`src/sv/xcr_pkg.sv`:
```
// ============================================================================
// xcr_pkg
// Shared types and constants for the XMODEM checksum packet receiver.
// ============================================================================
`default_nettype none

package xcr_pkg;

    // Width of one byte in the data path.
    localparam int BYTE_W = 8;

    // Packet geometry: 128 data bytes behind SOH, block and complement.
    localparam int PKT_LEN  = 128;
    localparam int PKT_IW   = 7;
    localparam int FULL_LEN = PKT_LEN + 4;

    // Protocol bytes.
    localparam logic [7:0] BYTE_SOH = 8'h01;
    localparam logic [7:0] BYTE_EOT = 8'h04;
    localparam logic [7:0] BYTE_ACK = 8'h06;
    localparam logic [7:0] BYTE_NAK = 8'h15;
    localparam logic [7:0] BYTE_ERASED = 8'hFF;
    localparam logic [7:0] BLOCK_CHECK = 8'hFF;

    // Saturation limit of the byte counters.
    localparam logic [23:0] COUNT_MAX = 24'hFFFFFF;

    // Command modes.
    localparam logic [1:0] MODE_BYTE   = 2'd0;
    localparam logic [1:0] MODE_PROMPT = 2'd1;
    localparam logic [1:0] MODE_READ   = 2'd2;
    localparam logic [1:0] MODE_FILL   = 2'd3;

    // Configuration register indexes.
    localparam logic REG_CAPACITY  = 1'b0;
    localparam logic REG_LEAD_SKIP = 1'b1;

    // Result status codes.
    typedef enum logic [2:0] {
        ST_ACK      = 3'd0,
        ST_NAK      = 3'd1,
        ST_EOT      = 3'd2,
        ST_UNREC    = 3'd3,
        ST_PROMPT   = 3'd4,
        ST_READBACK = 3'd5
    } status_t;

    // Kind of the buffer being assembled.
    typedef enum logic [1:0] {
        KIND_NONE  = 2'd0,
        KIND_SOH   = 2'd1,
        KIND_EOT   = 2'd2,
        KIND_OTHER = 2'd3
    } kind_t;

    // Sequencer states.
    typedef enum logic [2:0] {
        S_CLEAR,
        S_IDLE,
        S_READ,
        S_COPY,
        S_FILL
    } state_t;

endpackage : xcr_pkg

`default_nettype wire

```
`src/sv/xcr_ram.sv`:
```
// ============================================================================
// xcr_ram
// Byte-wide synchronous RAM with one write port and one registered read port.
// ============================================================================
`default_nettype none

module xcr_ram
    import xcr_pkg::*;
#(
    parameter int DEPTH = 128,
    parameter int AW    = $clog2(DEPTH)
)
(
    input  wire logic              clk,
    input  wire logic              wr_en,
    input  wire logic [AW-1:0]     wr_addr,
    input  wire logic [BYTE_W-1:0] wr_data,
    input  wire logic [AW-1:0]     rd_addr,
    output logic      [BYTE_W-1:0] rd_data
);

    logic [BYTE_W-1:0] mem [DEPTH];

    // Write port.
    always_ff @(posedge clk)
    begin
        if (wr_en)
        begin
            mem[wr_addr] <= wr_data;
        end
    end

    // Registered read port.
    always_ff @(posedge clk)
    begin
        rd_data <= mem[rd_addr];
    end

endmodule : xcr_ram

`default_nettype wire

```
`config.mk`:
```
export PLATFORM = sky130hd
export DESIGN_NAME = xcr_ram
export DESIGN_NICKNAME = d
export VERILOG_FILES = /design/src/sv/xcr_pkg.sv /design/src/sv/xcr_ram.sv
export SDC_FILE = /design/constraint.sdc
export NUM_CORES = 1
export LEC_CHECK = 0
export BUFFER_PORTS_ARGS = -buffer_cell sky130_fd_sc_hd__buf_4
export CELL_PAD_IN_SITES_DETAIL_PLACEMENT = 1
export CELL_PAD_IN_SITES_GLOBAL_PLACEMENT = 1
export CORE_MARGIN = 4
export CORE_UTILIZATION = 40
export CTS_CLUSTER_SIZE = 20
export DETAILED_ROUTE_END_ITERATION = 7
export GPL_TIMING_DRIVEN = 0
export HOLD_SLACK_MARGIN = 0.05
export PLACE_DENSITY_LB_ADDON = 0.1
export SLEW_MARGIN = 20
export SYNTH_ARGS = -nofsm -noshare
export SYNTH_HDL_FRONTEND = slang
export SYNTH_SLANG_ARGS = --single-unit
```
`constraint.sdc`:
```
create_clock -name clk -period 4.45 [get_ports clk]
set_clock_uncertainty 0.1 [all_clocks]
set_input_delay 0.89 -clock clk [delete_from_list [all_inputs] [get_ports clk]]
set_output_delay 0.89 -clock clk [all_outputs]
set_load 0.01 [all_outputs]
```
### Word level (Yosys, flattened, before mapping)

Memory sizes are Yosys's and may differ from the RTL's. A register that Yosys moved wholly into a read port is not among the register bits.
Index checks and enable logic that the tools add are counted.

* register bits after elaboration: 0
* RAM bits: 1024
* bits of input ports: 24
* output and inout port bits: 8
* memories: 1

* multiplexer cells: 2

Memories
* mem: words 128, bits a word 8, rd ports 1, clocked after Yosys merged registers in 1, wr ports 1, line xcr_ram.sv:22 `logic [BYTE_W-1:0] mem [DEPTH];`

Operators with widths (count)
* two-way mux 1 bit: 2

### Logic depth before layout (Yosys ltp)

Gate-level depths: netlist (run 1).

* depth in word-level cells: 2
* mapped depth: 7
* mapped depth without buffers: 4

### Least setup slack after synthesis (run 1)

OpenSTA, ideal clock, no wires.

* path type: input-to-reg
* start point: input rd_addr[0]
* end point: register rd_data[0] (read register of mem)
* arrival: 3273 ps
* required time: 4229 ps
* setup slack: 956 ps
* stages on the path: 6
* buffers on the path: 2
* cell sequence: clkbuf_1 buf_1 mux4_2 mux4_2 mux4_2 mux2_2

RTL lines
* start, declared: line xcr_ram.sv:18 `input wire logic [AW-1:0] rd_addr,`
* end, declared: line xcr_ram.sv:19 `output logic [BYTE_W-1:0] rd_data`

==> results.md, run 1 <==
* Status: finished clean
* Clock-pin transition on the worst setup and hold timing paths at around 60 ps
* Core area at 98420 µm²
* Final Setup Violations at 0
* Mapped Area at 39670 µm²
* Filler instances at 8781
* First-pass GRT wire length at 148.2 mm
* GRT overflow at 0
* Sink Count at 1032
* Worst skew pair latency at 680 ps
* Max H-tree Level at 3
* # port buffers at 20
* Root buf cell: clkbuf_16
* Grt met2 use at ~33%
* Total die area at 104300 µm²
* Overall Global Routing Usage at 20.50%
* Die height at approximately 320 µm
* Mux cell area share after synthesis at 19.30%
* Worst path most repeated cell: mux4_2
* Slew margin rel. at between 20% and 30%
* Syn nets at 1659
* Commonest non-fill, non-tap cell in the layout: edfxtp_1
* Leading area contributor after synthesis: edfxtp_1
* Post-CTS Hold Fix Bufs at 0
* Final HPWL DP at between 60 and 70 mm
* Period minus WS final at 3715 ps
* Synth Instances at ~1600
* Leak at 13.64 nW
* Vias per cell at 5.712
* DRC viols at 0
* Initial DRT Pass Iterations at 5
* Dpl cell area at 41560 µm²
* Required @ worst endpoint at a little under 5000 ps
* Clock Tree Buf Depth at 3
* Post-synth cell types at 17
* Setup tns final at 0 ps
* Worst path cell trace: clkbuf_1 > clkbuf_1 > mux4_2 > mux4_2 > mux4_2 > mux2_2
* Critical Path AT at approximately 4200 ps
* Final Cycle Share at 83.49%
* Slew @ Worst Pin at 1120 ps
* Largest net degree at the start of global routing at about 130
* Crit-path leading delay family: multiplexers
* Adder-cell share of the synthesized area at 0%
* CP Max Fanout at 10
* Number of global-route vias before repair at 19105
* Main combinational cell family by area after synthesis: multiplexers
* I/O pin count at 32
* CP Buf/Inv Count at 2
* Fin. max-slew vios at 0
* Vias at 17997
* Routability cong. at just under 0.8
* CTS tree: built
* Synth warn at 0
* Post-synthesis sequential area ratio at 77.93%
* Nets@finish at between 1500 and 2000
* CP max stage delay at a little under 900 ps
* Fin area at 45030 µm²
* Synth-to-Final Area Change at 13.53%
* Grt met1 use at roughly 29%
* Max-capacitance violation count at 0
* Grt peak-use layer: met2
* Layout cells sized above 1 at a little under a third
* Site row count at 115
* Post-synth top area share at around 78%
* Setup crit end kind: flop
* Hold Vio Cnt, Final at 0
* Syn_area_per_cell at 24.26 µm²
* Post-Synth XOR/XNOR Area at 0%
* CP startpoint kind: input port
* Yosys reg bits at 1032
* Cells after DPL at about 2900
* Critical Setup Path Class: in -> reg
* CTS buffer count at 110
* Post-Layout Cell Count at 3151
* Max IR drop VDD at 0.4161 mV
* Unrepaired setup endpoints after global routing: no
* Resize count post-CTS at 0
* DRT antenna net count at 0
* Compound-gate portion of the synthesized area at 0%
* DRT Wirelength at 105.4 mm
* DR WL/cell at 33.46 µm
* Die X at 322.9 µm
* Worst Hold Class: in -> reg
* Grt met3 use at 4.355%
* Slowest CP cell: clkbuf_1
* Max Fclk at 269.2 MHz
* 1st-iter DRT viols at 1999
* Dominant cells by area after synthesis: edfxtp_1 78%, mux4_2 19%, nor2_1 1.2%, clkbuf_1 0.42%, dfxtp_1 0.40%
* Pwr Density at 456.0 nW/µm²
* # Post-CTS Setup Buffers at 0
* Initial core utilization at 40.30%
* Initial antenna violation count at 12
* Simple-gate share of the synthesized area at 1.757%
* Commonest cells after routing, fill and taps aside: 1024 x edfxtp_1, 336 x mux4_2, 122 x nor2_1, 112 x clkbuf_16, 50 x clkbuf_1
## metrics by stage
| stage | hold WS (ps) | utilization, % | total power [mW] | setup slack [ps] |
|---|---|---|---|---|
| global placement | 1022 | 42.09 | 12.04 | -464.5 |
| CTS | 647.4 | 45.68 | 20.77 | 768.7 |
| detailed placement | 1028 | 42.23 | 12.07 | 41.69 |
| finish | 521.3 | 45.75 | 20.54 | 734.7 |
| floorplan | 888.9 | - | 11.50 | 956.0 |
| global route | 508.4 | 45.74 | 21.21 | 715.7 |
## Yosys cell counts (all sizes together)
cell / n
nand3: 12
nand2: 14
nand4: 3
or3: 1
nor2: 122
nor2b: 7
nand2b: 2
dfxtp: 8
mux4: 336
mux2: 8
buf: 45
nor3: 9
clkbuf: 44
edfxtp: 1024
## power breakdown
group          internal, mW  switching (mW)  leakage [nW]
clock network          4.98            3.71          1.67
registers              10.7          0.0121          9.27
logic                 0.412           0.682          2.69
## area by class of cell
| type | count | area (µm²) | share of cell area [%] |
|---|---|---|---|
| tap | 1287 | 1610 | 3.576 |
| timing repair buffer | 25 | 284.0 | 0.6307 |
| sequential | 1032 | 30910 | 68.64 |
| antenna | 6 | 15.01 | 0.03334 |
| clock buffer | 130 | 2870 | 6.374 |
| buffer | 89 | 419.2 | 0.9308 |
| multi-input combinational | 514 | 8399 | 18.65 |
| clock inverter | 68 | 523.0 | 1.161 |
## cells by family (layout without fill, tap and decap cells)
| kind of cell | count (synthesis) | after routing |
|---|---|---|
| flip-flops | 1032 | 1032 |
| AND/OR/NAND/NOR | 170 | 170 |
| other | 0 | 6 |
| buffers and inverters | 89 | 312 |
| multiplexers | 344 | 344 |
## state kept, by name (all words and copies together), names as in the netlist
register	cells
mem	1024
rd_data	8
## worst reg2reg max path: cells and delay by family, from the launching register on
family        cells  cell delay (ps)
flip-flops        1              360
multiplexers      4             2020
## per-layer routing
metal / vias to the layer above / share of wire (%)
li1: 7327 / -
met1: 10039 / 43
met2: 505 / 49
met3: 126 / 6.2
met4: 0 / 1.9
met5: - / 0
## final timing paths
check	slack, ps	cells after the start	to	startpoint
setup / recovery	730	6	rd_data[6]	rd_addr[2]
hold / removal	520	1	mem[29][4]	wr_data[4]
setup reg to reg	1860	4	rd_data[3]	mem[119][3]
hold reg to reg	1050	4	rd_data[7]	mem[68][7]
Note: power is estimated with default switching activity, not from simulation.
==> run 2, diff against run 1 <==
ABC_AREA = 1   (was not set)
clock period = 3.3 ns   (was 4.45 ns; I/O delays follow)
==> run 2 against run 1 <==
Compared with the run above:
- critical path depth grew 4
- largest cell class unchanged
- die area grew 6.0%
- area after synthesis is 6.1% higher
- sequential share of layout area is 4.2 points lower
- wire length increased by 49%
==> results.md, run 2 <==
* Status: finished clean (unchanged)
* Commonest cells after routing, fill and taps aside: 1215 x nand2_1, 1024 x edfxtp_1, 931 x nand3_1, 121 x buf_2, 118 x nor2_1 (was 1024 x edfxtp_1, 336 x mux4_2, 122 x nor2_1, 112 x clkbuf_16, 50 x clkbuf_1)
* CP Buf/Inv Count at 3 (was 2)
* GRT overflow at 0 (unchanged)
* # Post-CTS Setup Buffers at 0 (unchanged)
* Overall Global Routing Usage at 27.92% (was 20.50%)
* Largest registers: mem: 1024 flops, rd_data: 8 flops (unchanged)
* Yosys reg bits at 1032 (unchanged)
* CTS tree: built (unchanged)
* Pre-CTS setup slack at -544.1 ps (was 41.69 ps)
* Worst path most repeated cell: nand2_1 (was mux4_2)
* Die X at 332.4 µm (was 322.9 µm)
* Final Cycle Share at between 90% and 100%
* Vias at 29567 (was 17997)
* Site row count at 118 (was 115)
* Dpl cell area at 44330 µm² (was 41560 µm²)
* Post-Layout Cell Count at 5197 (was 3151)
* Worst skew pair latency at 710 ps (was 680 ps)
* Post-synth top area share at 73.03% (was 77.52%)
* Resize count post-CTS at 0 (unchanged)
* DRT antenna net count at 0 (unchanged)
* Initial DRT Pass Iterations at 5 (unchanged)
* Post-synth top flop: edfxtp_1 (unchanged)
* Max H-tree Level at 3 (unchanged)
* Unrepaired setup endpoints after global routing: no (unchanged)
* Clock Tree Buf Depth at 3 (unchanged)
* Synth Instances at 3575 (was 1635)
* Synth-to-Final Area Change at 13.95% (was 13.53%)
* Most frequent cell after synthesis: nand2_1 (was edfxtp_1)
* Slew margin rel. at 16.03% (was 25.37%)
* Pwr Density at 607.4 nW/µm² (was 456.0 nW/µm²)
* Final Setup Violations at 0 (unchanged)
* First-pass GRT wire length at 220.3 mm (was 148.2 mm)
* Final HPWL DP at 110.9 mm (was 66.78 mm)
* Worst Hold Class: in -> reg (unchanged)
* Nets@finish at 3746 (was 1796)
* Layout cells sized above 1 at 10.49% (was 30.79%)
* Worst path cell trace: buf_4 > clkbuf_1 > clkbuf_1 > nand3_1 > nand2_1 > nand2_1 > nand3_1 > nand2_1 > nand2_1 > nand2_1 (was clkbuf_1 > clkbuf_1 > mux4_2 > mux4_2 > mux4_2 > mux2_2)
* Setup crit end kind: flop (unchanged)
* Largest net degree at the start of global routing at 129 (unchanged)
* Hold Vio Cnt, Final at 0 (unchanged)
* Cells after DPL at 4990 (was 2945)
* Asr flop ratio synth at 0% (unchanged)
* Dominant cells by area after synthesis: edfxtp_1 73%, nand3_1 11%, nand2_1 11%, buf_2 1.4%, nor2_1 1.2% (was edfxtp_1 78%, mux4_2 19%, nor2_1 1.2%, clkbuf_1 0.42%, dfxtp_1 0.40%)
* Core area at 104100 µm² (was 98420 µm²)
* CP startpoint kind: input port (unchanged)
* Crit-path leading delay family: buffers and inverters (was multiplexers)
* Commonest non-fill, non-tap cell in the layout: nand2_1 (was edfxtp_1)
* Post-synthesis sequential area ratio at 73.41% (was 77.93%)
* Required @ worst endpoint at 3710 ps (was 4900 ps)
* EDFF count, synth at 1024 (unchanged)
* Core Util, Final at 46.09% (was 45.75%)
* Slew @ Worst Pin at 1260 ps (was 1120 ps)
* Fin worst setup slack at 16.63 ps (was 734.7 ps)
* DRC viols at 0 (unchanged)
* Clock-pin transition on the worst setup and hold timing paths at 60 ps (about the same)
* Max IR drop VDD at 0.4569 mV (was 0.4161 mV)
* Max-capacitance violation count at 0 (unchanged)
* I/O pin count at 32 (unchanged)
* CP Max Fanout at 11 (was 10)
* 1st-iter DRT viols at 3196 (was 1999)
* # port buffers at 26 (was 20)
* Max Fclk at 304.6 MHz
* Fin area at 47980 µm² (was 45030 µm²)
* Total power at 29.14 mW (was 20.54 mW)
* Die height at 332.4 µm (was 322.9 µm)
* Max reg flops at 1024 (unchanged)
* Critical Setup Path Class: in -> reg (unchanged)
* Vias per cell at 5.689 (was 5.712)
* Fin. max-slew vios at 0 (unchanged)
* Synth top cells by count: 1215 x nand2_1, 1024 x edfxtp_1, 931 x nand3_1 (was 1024 x edfxtp_1, 336 x mux4_2, 122 x nor2_1)
* Sink Count at 1032 (unchanged)
* Synth warn at 0 (unchanged)
* Leading area contributor after synthesis: edfxtp_1 (unchanged)
* Syn_area_per_cell at 11.78 µm² (was 24.26 µm²)
* Root buf cell: clkbuf_16 (unchanged)
* Total die area at 110500 µm² (was 104300 µm²)
* Top reg by flops: mem (unchanged)
* Initial antenna violation count at 9 (was 12)
* Number of global-route vias before repair at 29862 (was 19105)
* Period minus WS final at around 3300 ps
* Post-CTS Hold Fix Bufs at 0 (unchanged)
* DRT Wirelength at 156.8 mm (was 105.4 mm)
* Syn nets at 3599 (was 1659)
* CTS buffer count at 109 (was 110)
* DR WL/cell at 30.18 µm (was 33.46 µm)
* Leak at 17.07 nW (was 13.64 nW)
* Critical Path AT at 3700 ps (was 4160 ps)
* Initial core utilization at 40.45% (was 40.30%)
* Routability cong. at 0.9183 (was 0.7843)
* CP max stage delay at 840 ps (was 870 ps)
* Slowest CP cell: clkbuf_1 (unchanged)
* Post-synth cell types at 14 (was 17)
* Mapped Area at 42100 µm² (was 39670 µm²)
## run 2: changes by cell type after synthesis, sizes merged
| cell | change |
|---|---|
| nand2 | +1201 |
| nand3 | +919 |
| mux4 | -336 |
| buf | +152 |
| inv | +24 |
| nor2 | +12 |
| clkbuf | -10 |
| mux2 | -8 |
| nor2b | -7 |
| nand4 | -3 |
| nand2b | -2 |
| nor3 | -1 |
| or3 | -1 |
## run 2: metrics by stage
step	TNS [ps]	hold WS, ps
finish	0	277.6
global route	0	266.3
CTS	0	246.9
detailed placement	-32910	952.5
global placement	-93760	960.0
floorplan	0	658.9
## run 2: final timing paths
check              start          to  slack, ps  cells past startpoint
max           rd_addr[3]  rd_data[4]         20                     10
min           wr_data[3]  mem[14][3]        280                      1
max reg2reg  mem[125][4]  rd_data[4]       1310                     10
min reg2reg   mem[10][6]  rd_data[6]       1060                     10
## run 2: cell type report
| class | count | area, µm² |
|---|---|---|
| fill | 10975 | 56110 |
| buffer | 231 | 1343 |
| clock buffer | 135 | 2887 |
| sequential | 1032 | 30910 |
| tap | 1380 | 1727 |
| clock inverter | 66 | 708.2 |
| multi-input combinational | 2288 | 9803 |
| inverter | 24 | 97.59 |
| timing repair buffer | 36 | 490.5 |
| antenna | 5 | 12.51 |
## run 2: routing by layer
layer / GRT usage [%] / vias to the layer above / routed length (µm)
met5: 0 / - / 27
met4: 7.953 / 4 / 4436
met3: 4.326 / 221 / 12430
met2: 45.22 / 1198 / 73490
met1: 39.37 / 15243 / 66440
li1: - / 12901 / -
## run 2: where the power goes
group	internal, mW	leakage (nW)	switching (mW)
logic	0.486	6.04	1.63
clock network	7.34	1.76	5.20
registers	14.5	9.27	0.0176
total	22.3	17.1	6.84
## run 2: cells by family after synthesis
group / count (synthesis) / share of synthesized area, %
buffers and inverters: 255 / 3.400
flip-flops: 1032 / 73.41
AND/OR/NAND/NOR: 2288 / 23.19
